**src/hdl/utf8_stream_decoder_defines.svh**
```systemverilog
// Assertion macros shared by the UTF-8 stream decoder modules.
`ifndef UTF8_STREAM_DECODER_DEFINES_SVH
`define UTF8_STREAM_DECODER_DEFINES_SVH

// Same-cycle implication, checked out of reset.
`define U8D_ASSERT_IMPL(lbl, clk, rst_n, ante, cons) \
    lbl: assert property (@(posedge clk) disable iff (!rst_n) (ante) |-> (cons)) \
        else $error("u8d assertion failed");

// Next-cycle implication, checked out of reset.
`define U8D_ASSERT_NEXT(lbl, clk, rst_n, ante, cons) \
    lbl: assert property (@(posedge clk) disable iff (!rst_n) (ante) |=> (cons)) \
        else $error("u8d assertion failed");

// Condition that must never hold.
`define U8D_ASSERT_NEVER(lbl, clk, rst_n, cond) \
    lbl: assert property (@(posedge clk) disable iff (!rst_n) !(cond)) \
        else $error("u8d assertion failed");

`endif

```
**src/hdl/u8d_pkg.sv**
```systemverilog
// Types, constants and decode function of the UTF-8 stream decoder.
`default_nettype none
package u8d_pkg;

    localparam int CP_W    = 21;
    localparam int MAX_RES = 4;
    localparam int HOLD_N  = 3;
    localparam int Q_DEPTH = 4;
    localparam int Q_AW    = 2;

    localparam logic [CP_W-1:0] REPL_CP = 21'h00FFFD;

    typedef struct packed {
        logic [2:0]                     cnt;
        logic [MAX_RES-1:0][CP_W-1:0]   cp;
    } t_entry;

    typedef struct packed {
        t_entry                     ent;
        logic [HOLD_N-1:0][7:0]     held;
        logic [1:0]                 held_cnt;
    } t_dec;

    typedef struct packed {
        logic full;
        logic empty;
    } t_qstat;

    function automatic logic [2:0] seq_len(input logic [7:0] b);
        logic [2:0] len;
        if (b < 8'h80)                   len = 3'd1;
        else if ((b & 8'hE0) == 8'hC0)   len = 3'd2;
        else if ((b & 8'hF0) == 8'hE0)   len = 3'd3;
        else if ((b & 8'hF8) == 8'hF0)   len = 3'd4;
        else                             len = 3'd1;
        return len;
    endfunction

    function automatic logic is_cont(input logic [7:0] b);
        return (b & 8'hC0) == 8'h80;
    endfunction

    // Decodes up to four bytes (held ones plus the new one) in one pass.
    function automatic t_dec dec_step(input logic [3:0][7:0] bb, input logic [2:0] n,
                                      input logic fin);
        t_dec       d;
        logic [2:0] i;
        logic       stop;
        logic [2:0] len;
        logic [7:0] c0;
        logic [7:0] b1;
        logic [7:0] b2;
        logic [7:0] b3;
        logic       ok;
        logic [CP_W-1:0] cp;
        logic [2:0] ix;
        d    = '0;
        i    = '0;
        stop = 1'b0;
        for (int s = 0; s < MAX_RES; s++) begin
            if (!stop && (i < n)) begin
                c0  = bb[i[1:0]];
                len = seq_len(c0);
                ix  = i + 3'd1;
                b1  = bb[ix[1:0]];
                ix  = i + 3'd2;
                b2  = bb[ix[1:0]];
                ix  = i + 3'd3;
                b3  = bb[ix[1:0]];
                cp  = REPL_CP;
                if (len == 3'd1) begin
                    if (c0 < 8'h80) cp = {13'd0, c0};
                    i = i + 3'd1;
                end else if ((i + len) > n) begin
                    stop = 1'b1;
                    if (!fin) begin
                        for (int j = 0; j < HOLD_N; j++) begin
                            ix = i + 3'(j);
                            if (3'(j) < (n - i)) d.held[j] = bb[ix[1:0]];
                        end
                        d.held_cnt = 2'(n - i);
                    end
                end else begin
                    ok = is_cont(b1);
                    if (len >= 3'd3) ok = ok & is_cont(b2);
                    if (len == 3'd4) ok = ok & is_cont(b3);
                    if (!ok) begin
                        i = i + 3'd1;
                    end else begin
                        case (len)
                            3'd2: cp = {10'd0, c0[4:0], b1[5:0]};
                            3'd3: cp = {5'd0, c0[3:0], b1[5:0], b2[5:0]};
                            default: cp = {c0[2:0], b1[5:0], b2[5:0], b3[5:0]};
                        endcase
                        i = i + len;
                    end
                end
                if (!stop || fin) begin
                    if (d.ent.cnt < 3'(MAX_RES)) begin
                        d.ent.cp[d.ent.cnt[1:0]] = cp;
                        d.ent.cnt = d.ent.cnt + 3'd1;
                    end
                end
            end
        end
        return d;
    endfunction

endpackage
`default_nettype wire

```
**src/hdl/u8d_front.sv**
```systemverilog
// Front part: takes bytes, keeps held bytes, decodes one byte's results into an entry.
`default_nettype none
`include "utf8_stream_decoder_defines.svh"
module u8d_front
    import u8d_pkg::*;
(
    input  wire logic       i_clk,
    input  wire logic       i_rst_n,
    input  wire logic       i_valid,
    output logic            o_ready,
    input  wire logic [7:0] i_byte,
    input  wire logic       i_fin,
    input  wire t_qstat     i_qstat,
    output logic            o_push,
    output t_entry          o_entry
);

    logic [HOLD_N-1:0][7:0] r_held;
    logic [1:0]             r_held_cnt;
    logic [3:0][7:0]        w_buf;
    logic [2:0]             w_n;
    t_dec                   w_dec;
    logic                   w_acc;

    always_comb begin
        for (int j = 0; j < 4; j++) begin
            if (2'(j) < r_held_cnt && j < HOLD_N) w_buf[j] = r_held[j % HOLD_N];
            else if (3'(j) == {1'b0, r_held_cnt}) w_buf[j] = i_byte;
            else w_buf[j] = 8'h00;
        end
        w_n   = {1'b0, r_held_cnt} + 3'd1;
        w_dec = dec_step(w_buf, w_n, i_fin);
    end

    assign o_ready = !i_qstat.full;
    assign w_acc   = i_valid && o_ready;
    assign o_push  = w_acc && (w_dec.ent.cnt != 3'd0);
    assign o_entry = w_dec.ent;

    always_ff @(posedge i_clk) begin
        if (!i_rst_n) begin
            r_held_cnt <= '0;
        end else if (w_acc) begin
            r_held_cnt <= w_dec.held_cnt;
        end
    end

    always_ff @(posedge i_clk) begin
        if (w_acc) r_held <= w_dec.held;
    end

    `U8D_ASSERT_NEXT(a_fin_clears_hold, i_clk, i_rst_n, w_acc && i_fin, r_held_cnt == 2'd0)

endmodule
`default_nettype wire

```
**src/hdl/u8d_queue.sv**
```systemverilog
// Short queue of decoded entries between the front and back parts.
`default_nettype none
`include "utf8_stream_decoder_defines.svh"
module u8d_queue
    import u8d_pkg::*;
(
    input  wire logic   i_clk,
    input  wire logic   i_rst_n,
    input  wire logic   i_push,
    input  wire t_entry i_entry,
    input  wire logic   i_pop,
    output t_entry      o_head,
    output t_qstat      o_stat
);

    t_entry             r_mem [Q_DEPTH];
    logic [Q_AW-1:0]    r_wr;
    logic [Q_AW-1:0]    r_rd;
    logic [Q_AW:0]      r_cnt;

    assign o_stat.full  = (r_cnt == (Q_AW+1)'(Q_DEPTH));
    assign o_stat.empty = (r_cnt == '0);
    assign o_head       = r_mem[r_rd];

    always_ff @(posedge i_clk) begin
        if (!i_rst_n) begin
            r_wr  <= '0;
            r_rd  <= '0;
            r_cnt <= '0;
        end else begin
            if (i_push) r_wr <= r_wr + Q_AW'(1);
            if (i_pop)  r_rd <= r_rd + Q_AW'(1);
            case ({i_push, i_pop})
                2'b10:   r_cnt <= r_cnt + (Q_AW+1)'(1);
                2'b01:   r_cnt <= r_cnt - (Q_AW+1)'(1);
                default: r_cnt <= r_cnt;
            endcase
        end
    end

    always_ff @(posedge i_clk) begin
        if (i_push) r_mem[r_wr] <= i_entry;
    end

    `U8D_ASSERT_NEVER(a_no_overflow, i_clk, i_rst_n, i_push && o_stat.full)
    `U8D_ASSERT_NEVER(a_no_underflow, i_clk, i_rst_n, i_pop && o_stat.empty)

endmodule
`default_nettype wire

```
**src/hdl/u8d_back.sv**
```systemverilog
// Back part: walks each entry's code points into the output register.
`default_nettype none
`include "utf8_stream_decoder_defines.svh"
module u8d_back
    import u8d_pkg::*;
(
    input  wire logic       i_clk,
    input  wire logic       i_rst_n,
    input  wire t_entry     i_head,
    input  wire t_qstat     i_qstat,
    output logic            o_pop,
    output logic            o_valid,
    input  wire logic       i_ready,
    output logic [CP_W-1:0] o_cp,
    output logic            o_last
);

    logic [1:0]         r_sub;
    logic               r_valid;
    logic [CP_W-1:0]    r_cp;
    logic               r_last;
    logic               w_adv;
    logic               w_take;
    logic               w_end;

    assign w_adv  = !r_valid || i_ready;
    assign w_take = w_adv && !i_qstat.empty;
    assign w_end  = ({1'b0, r_sub} == (i_head.cnt - 3'd1));
    assign o_pop  = w_take && w_end;

    always_ff @(posedge i_clk) begin
        if (!i_rst_n) begin
            r_sub   <= '0;
            r_valid <= 1'b0;
        end else if (w_adv) begin
            r_valid <= !i_qstat.empty;
            if (w_take) r_sub <= w_end ? 2'd0 : r_sub + 2'd1;
        end
    end

    always_ff @(posedge i_clk) begin
        if (w_take) begin
            r_cp   <= i_head.cp[r_sub];
            r_last <= w_end;
        end
    end

    assign o_valid = r_valid;
    assign o_cp    = r_cp;
    assign o_last  = r_last;

    `U8D_ASSERT_IMPL(a_sub_in_range, i_clk, i_rst_n, !i_qstat.empty,
                     {1'b0, r_sub} < i_head.cnt)

endmodule
`default_nettype wire

```
**src/hdl/utf8_stream_decoder.sv**
```systemverilog
// Top level of the UTF-8 stream decoder: front part, entry queue, back part.
//
//  channel | dir | tdata                  | tlast      | tuser
//  s_axis  | in  | [7:0] text_byte        | final_byte | -
//  m_axis  | out | [20:0] code_point      | run_last   | -
//
// A byte is taken every cycle while the four-entry queue has room.
// Each byte yields 0 to 4 code points; the back part sends one per cycle while m_axis_tready is high.
// Sustained rate while m_axis_tready stays high: one byte per cycle at one
// result per byte, else set by the output side at one code point per cycle.
// Reset clears the held-byte count, queue pointers and output valid.
// Output stalls fill the queue, after which s_axis_tready drops.
`default_nettype none
module utf8_stream_decoder
    import u8d_pkg::*;
(
    input  wire logic        i_clk,
    input  wire logic        i_rst_n,
    input  wire logic        s_axis_tvalid,
    output logic             s_axis_tready,
    input  wire logic [7:0]  s_axis_tdata,   // [7:0] text_byte
    input  wire logic        s_axis_tlast,
    output logic             m_axis_tvalid,
    input  wire logic        m_axis_tready,
    output logic [23:0]      m_axis_tdata,   // [20:0] code_point, [23:21] zero
    output logic             m_axis_tlast
);

    t_qstat             w_qstat;
    t_entry             w_push_ent;
    t_entry             w_head;
    logic               w_push;
    logic               w_pop;
    logic [CP_W-1:0]    w_cp;

    u8d_front u_front (
        .i_clk   (i_clk),
        .i_rst_n (i_rst_n),
        .i_valid (s_axis_tvalid),
        .o_ready (s_axis_tready),
        .i_byte  (s_axis_tdata),
        .i_fin   (s_axis_tlast),
        .i_qstat (w_qstat),
        .o_push  (w_push),
        .o_entry (w_push_ent)
    );

    u8d_queue u_queue (
        .i_clk   (i_clk),
        .i_rst_n (i_rst_n),
        .i_push  (w_push),
        .i_entry (w_push_ent),
        .i_pop   (w_pop),
        .o_head  (w_head),
        .o_stat  (w_qstat)
    );

    u8d_back u_back (
        .i_clk   (i_clk),
        .i_rst_n (i_rst_n),
        .i_head  (w_head),
        .i_qstat (w_qstat),
        .o_pop   (w_pop),
        .o_valid (m_axis_tvalid),
        .i_ready (m_axis_tready),
        .o_cp    (w_cp),
        .o_last  (m_axis_tlast)
    );

    assign m_axis_tdata = {3'd0, w_cp};

endmodule
`default_nettype wire
```
**config.mk**
```make
export PLATFORM = sky130hd
export DESIGN_NAME = utf8_stream_decoder
export DESIGN_NICKNAME = d
export VERILOG_FILES = /design/src/hdl/u8d_pkg.sv /design/src/hdl/u8d_front.sv /design/src/hdl/u8d_queue.sv /design/src/hdl/u8d_back.sv /design/src/hdl/utf8_stream_decoder.sv
export VERILOG_INCLUDE_DIRS = /design/src /design/src/hdl
export SDC_FILE = /design/constraint.sdc
export NUM_CORES = 1
export LEC_CHECK = 0
export ABC_AREA = 1
export BUFFER_PORTS_ARGS = -buffer_cell sky130_fd_sc_hd__buf_2
export CAP_MARGIN = 10
export CORE_MARGIN = 4
export CORE_UTILIZATION = 45
export CTS_CLUSTER_DIAMETER = 40
export DETAILED_ROUTE_END_ITERATION = 16
export SETUP_SLACK_MARGIN = 0.1
export SYNTH_ARGS = -nofsm -noshare
export SYNTH_HDL_FRONTEND = slang
export SYNTH_SLANG_ARGS = --single-unit
```
**constraint.sdc**
```tcl
create_clock -name i_clk -period 32.5 [get_ports i_clk]
set_input_delay 3.25 -clock i_clk [delete_from_list [all_inputs] [get_ports i_clk]]
set_output_delay 3.25 -clock i_clk [all_outputs]
set_load 0.02 [all_outputs]
```
# Word level (Yosys, flattened, before mapping)
# Memories as Yosys holds them, arrays and structs flattened. A register that Yosys moved wholly into a read port is not among the register bits.
# Index checks and enable logic that the tools add are counted.
# word_totals
regBits	58
ram_bits	348
mem_count	1
out_inout_bits	27
# mem_list
name	depth	word_bits	read_ports	rd_clocked_by_memory_dff	wr	line	rtl
u_queue.r_mem	4	87	1	1	1	u8d_queue.sv:16	t_entry r_mem [Q_DEPTH];
# op_classes
n_addsub	25
n_lt_le_gt_ge	52
bitwise	8
n_reduce_logical	30
eq_ne	47
muxes	186
# op_table
op	n
$mux W87	6
$mux W21	20
$mux W113	3
$mux W26	12
$bwmux W84	3
$mux W8	30
$bmux W8 S2	12
$pmux W21 S2	4
$demux W21 S2	3
$mux W3	32
$mux W16	4
$mux W1	51
$lt A2 B3 Y1 const B	16
$mux W47	1
$bmux W21 S2	1
$lt A8 B8 Y1 const B	4
$eq A3 B3 Y1 const B	9
$eq A2 B2 Y1 const B	13
$eq A3 B2 Y1 const B	8
$lt A1 B3 Y1 const A	8
$eq A5 B5 Y1 const B	4
$add A3 B1 Y3 const B	6
$eq A4 B4 Y1 const B	4
$add A2 B2 Y2 const B	6
other kinds (29)	88

# Logic depth before layout (Yosys ltp)
# logic_depth
ltp_word	97
depth_mapped	96
ltp_nobuf	90

# Hierarchy
# A second synthesis with hierarchy kept.
# hier_totals
hier_cells	2990
hier_area_um2	25620.8
# modules_own_cells
module	n_inst	cells_each	area_per_inst_um2
u8d_queue	1	898	13347.8
u8d_front	1	1913	10752.8
u8d_back	1	175	1493.9
utf8_stream_decoder	1	4	26.3

# Least setup slack after synthesis
# No wires, ideal clock.
# synth_timing
path_type	input port to flip-flop
startpoint	input s_axis_tdata[6]
endpoint	memory u_queue.r_mem[0][0] (netlist name), enable pin
slack_ns	14.517
arrival_ns	17.449
setup_time_ns	0.534
path_stages	81
path_cell_list	nand2_1 -> nand2_4 -> nand2_4 -> nor2_2 -> nor2_4 -> inv_2 -> ha_1 -> nand2_1 -> or2_2 -> a31oi_1 -> a21oi_4 -> nand2_2 -> buf_6 -> nand2_1 -> nand3_1 -> nand2_2 -> nor2_8 -> nand2_2 -> [... 45 more ...] -> nor2_1 -> ha_1 -> inv_1 -> fa_1 -> xnor2_1 -> xor2_1 -> ha_1 -> a21oi_1 -> o21ai_0 -> nand2_1 -> nor2_1 -> nand2_4 -> nand3_2 -> nand2_1 -> nand2_1 -> nand3_2 -> nand2_1 -> nor2_1
# synth_between
elab_chain_len	87
# synth_lines
element	line	rtl
start: declaration	utf8_stream_decoder.sv:21	input wire logic [7:0] s_axis_tdata,
branches (longest 82 deep; another with $lt A8 B8 Y1)	n/a	
$mux W113 (*)	u8d_pkg.sv:61	if (!stop && (i < n)) begin
$reduce_bool A3 Y1 (*)	u8d_front.sv:37	assign o_push = w_acc && (w_dec.ent.cnt != 3'd0);
$logic_and A1 B1 Y1 (*)	u8d_front.sv:37	
$mux W1 (*)	u8d_queue.sv:42	if (i_push) r_mem[r_wr] <= i_entry;
$mux W1 (not written as such) (*)	u8d_queue.sv:42	
end: declaration	u8d_queue.sv:16	
# Mark *: on every way between the ends. The select of a mux whose other input is x is not followed.

==> flow_summary.yaml <==
sta:
  period_share: 0.597
  slew_headroom: 0.214
  max_slew.worst_pin.slew_ns: 1.18
  worst_clock_skew_ns: 0.0324
  rsz0062_at_grt: "false"
  fin_ws_ns: 13.11
  fin_crit_ns: 19.39
  setup_viol: 0
  drv_slew: 0
  timing.setup.tns_ns: 0
  finalHoldViolations: 0
  max_freq_ghz: 0.0516
worst_setup_path:
  slowest_stage: "nor2_4"
  reg2reg_from: "u_front.r_held_cnt[0]"
  critPathMaxStageDelay_ns: 0.84
  crit_required_ns: 32.71
  criticalPathCategory: "primary input to flip-flop"
  arrival_ns: 19.60
  ff2ff_setup_slack_ns: 14.27
  worstSetupStartpointType: "primary input"
  startpoint: "s_axis_tdata[7]"
  crit_fanout: 59
  r2r_end: "u_queue.r_mem[3][51]"
  cp-end-kind: "flip-flop"
  cpMostUsedCell: "nand2_1"
  endpoint: "u_queue.r_mem[3][51]"
  ff2ff_path_depth: 84
layout:
  layout-drive-gt1-share: 0.127
  area_growth_pct: 10.6
  n_fill_cell: 5053
  nets: 2795
die:
  ios: 40
  die-width_um: 243
  die_area_um2: 58900
  initial_core_util: 0.457
  rows: 85
  fp.dieH_um: 243
  core_area_um2: 54200
clock_network:
  cts_buffers: 68
  cts_resized: 0
  clock_latency_ns: 0.61
  htreeDepth: 3
  post_cts_buffers: 0
  clock-root-buffer: "clkbuf_16"
  hold_buffers: 0
  clockBufferDepth: 3
  cts.clk_slew.worst_paths_ns: 0.05
  clock-sinks: 408
  cts_tree: "yes"
routing:
  vias_per_cell: 6.17
  drc: 0
  routedWlPerCell_um: 27.0
  wl_mm: 93.8
  dr.pass1.iters: 5
  drtAntennaViolNets: 0
  vias: 21463
  drtIter0Drc: 2095
logic_synthesis:
  avgSynthCellArea_um2: 9.05
  synthFlopType: "edfxtp_1"
  synth_warnings: 0
  async_flop_share: 0
  ys_seq_area_frac: 0.488
  syn_inst: 2740
  syn_area_um2: 24800
  ys_ff_latch: 408
  ys_types: 73
  synth_edf_count: 394
grt:
  grt_start_max_net_pins: 107
  grt_pass1_vias: 20389
  grt_pass1_wl_mm: 136
  grt.total_usage: 0.308
  antenna_found_initial: 1
  grt-ovfl-total: 0
job:
  drv_cap: 0
run_status:
  status: "completed"
place:
  place_hpwl_mm: 66.6
  place_ws_ns: 12.70
  place.gp.congestion: 1.07
  io_buffers: 36
hold_path:
  worstHoldStart: "u_queue.r_rd[1]"
  hp-class: "flip-flop to flip-flop"
kinds of logic after synthesis:
family / count (synthesis) / share of synthesized area
adder cells (fa/ha/maj): 54 / 0.0291
AND/OR/NAND/NOR: 1033 / 0.189
other: 1 / 0.000151
flip-flops: 408 / 0.488
AO/OA/AOI/OAI: 818 / 0.206
XOR/XNOR: 18 / 0.00787
buffers and inverters: 405 / 0.0787
multiplexers: 3 / 0.00121
per-layer routing:
layer / vias up / wire [um] / track usage
li1: 9809 / - / -
met1: 10366 / 37300 / 0.396
met2: 1019 / 42500 / 0.487
met3: 269 / 7180 / 0.0530
met4: 0 / 6850 / 0.192
met5: - / 0 / 0
critical path: cells and delay by family:
kind            cells  cell delay [ns]
buf+inv            12             1.76
fa+ha+maj          10             2.73
compound gates     11             2.04
simple gates       43             8.71
xor+xnor            5             0.96
Yosys cell counts, types with 10 or more instances:
cell	instances	area share
nand2_1	468	0.071
edfxtp_1	394	0.48
o21ai_0	323	0.065
nor2_1	274	0.041
inv_1	209	0.032
nand3_1	159	0.032
o221ai_1	94	0.033
o21ai_1	89	0.018
clkbuf_1	87	0.013
a21oi_1	69	0.014
o22ai_1	69	0.017
o211ai_1	52	0.016
ha_1	48	0.024
nand2_2	46	0.012
buf_6	27	0.012
a21boi_1	20	0.0061
inv_2	20	0.0030
buf_4	18	0.0054
nand2_4	18	0.0082
dfxtp_1	14	0.011
o2111ai_1	13	0.0046
nand3_2	11	0.0044
nand4_1	11	0.0028
nor2_2	10	0.0025
o41ai_1	10	0.0035
layout by cell type (no fill, tap or decap), types with 8 or more instances in the layout:
cell	n
o221ai_1	94
o21ai_0	323
nand3_2	11
clkbuf_16	69
nand2_4	18
a21boi_1	20
nand2_2	46
o22ai_1	69
nand2_1	468
a221oi_1	9
ha_1	48
inv_1	208
inv_2	21
o21ai_2	9
nor2_4	12
xnor2_1	8
clkinv_4	9
o21ai_1	89
a21oi_1	69
nor2_2	10
buf_4	44
dfxtp_1	11
xor2_1	8
nand4_1	11
edfxtp_1	394
buf_2	36
o2111ai_1	13
o41ai_1	10
nand3_1	159
clkinv_1	14
o211ai_1	52
nor2_1	270
how the worst min path moves through the flow:
stage               depth (start not counted)         to  slack [ns]
finish                                      2  flip-flop        0.47
detailed placement                          2  flip-flop        0.45
floorplan                                   2  flip-flop        0.44
CTS                                         2  flip-flop        0.47
global placement                            2  flip-flop        0.45
global route                                2  flip-flop        0.50
flip-flops by register name, summed over array words and instances (netlist names), named ones only:
name                flops
u_queue.r_cnt           3
u_front.r_held         24
u_back.o_valid          1
u_queue.r_wr            2
u_queue.r_mem         348
u_back.r_sub            2
u_back.o_last           1
u_front.r_held_cnt      2
u_queue.r_rd            2
u_back.o_cp            21
through the flow:
step / std cells / utilization / cell area, um2 / hold slack (ns)
after detailed placement: 3354 / 0.465 / 25200 / 0.451
after global routing: 3477 / 0.506 / 27400 / 0.497
after floorplan: 2742 / - / 24800 / 0.436
final: 3478 / 0.506 / 27400 / 0.468
after global placement: 3354 / 0.465 / 25200 / 0.447
after CTS: 3477 / 0.506 / 27400 / 0.469
layout make-up:
type                            instances  area (um2)  area share
Sequential cell                       408       12100       0.442
Tap cell                              696         871      0.0317
Clock inverter                         46         453      0.0165
Antenna cell                            1        2.50   0.0000912
Timing Repair Buffer                   80         510      0.0186
Clock buffer                           77        1770      0.0644
Inverter                              241         920      0.0335
Multi-Input combinational cell       1929       10800       0.393
Power is left out: the tool's default activity adds up to more than one toggle a clock period on the data nets, which glitch-free logic cannot reach.
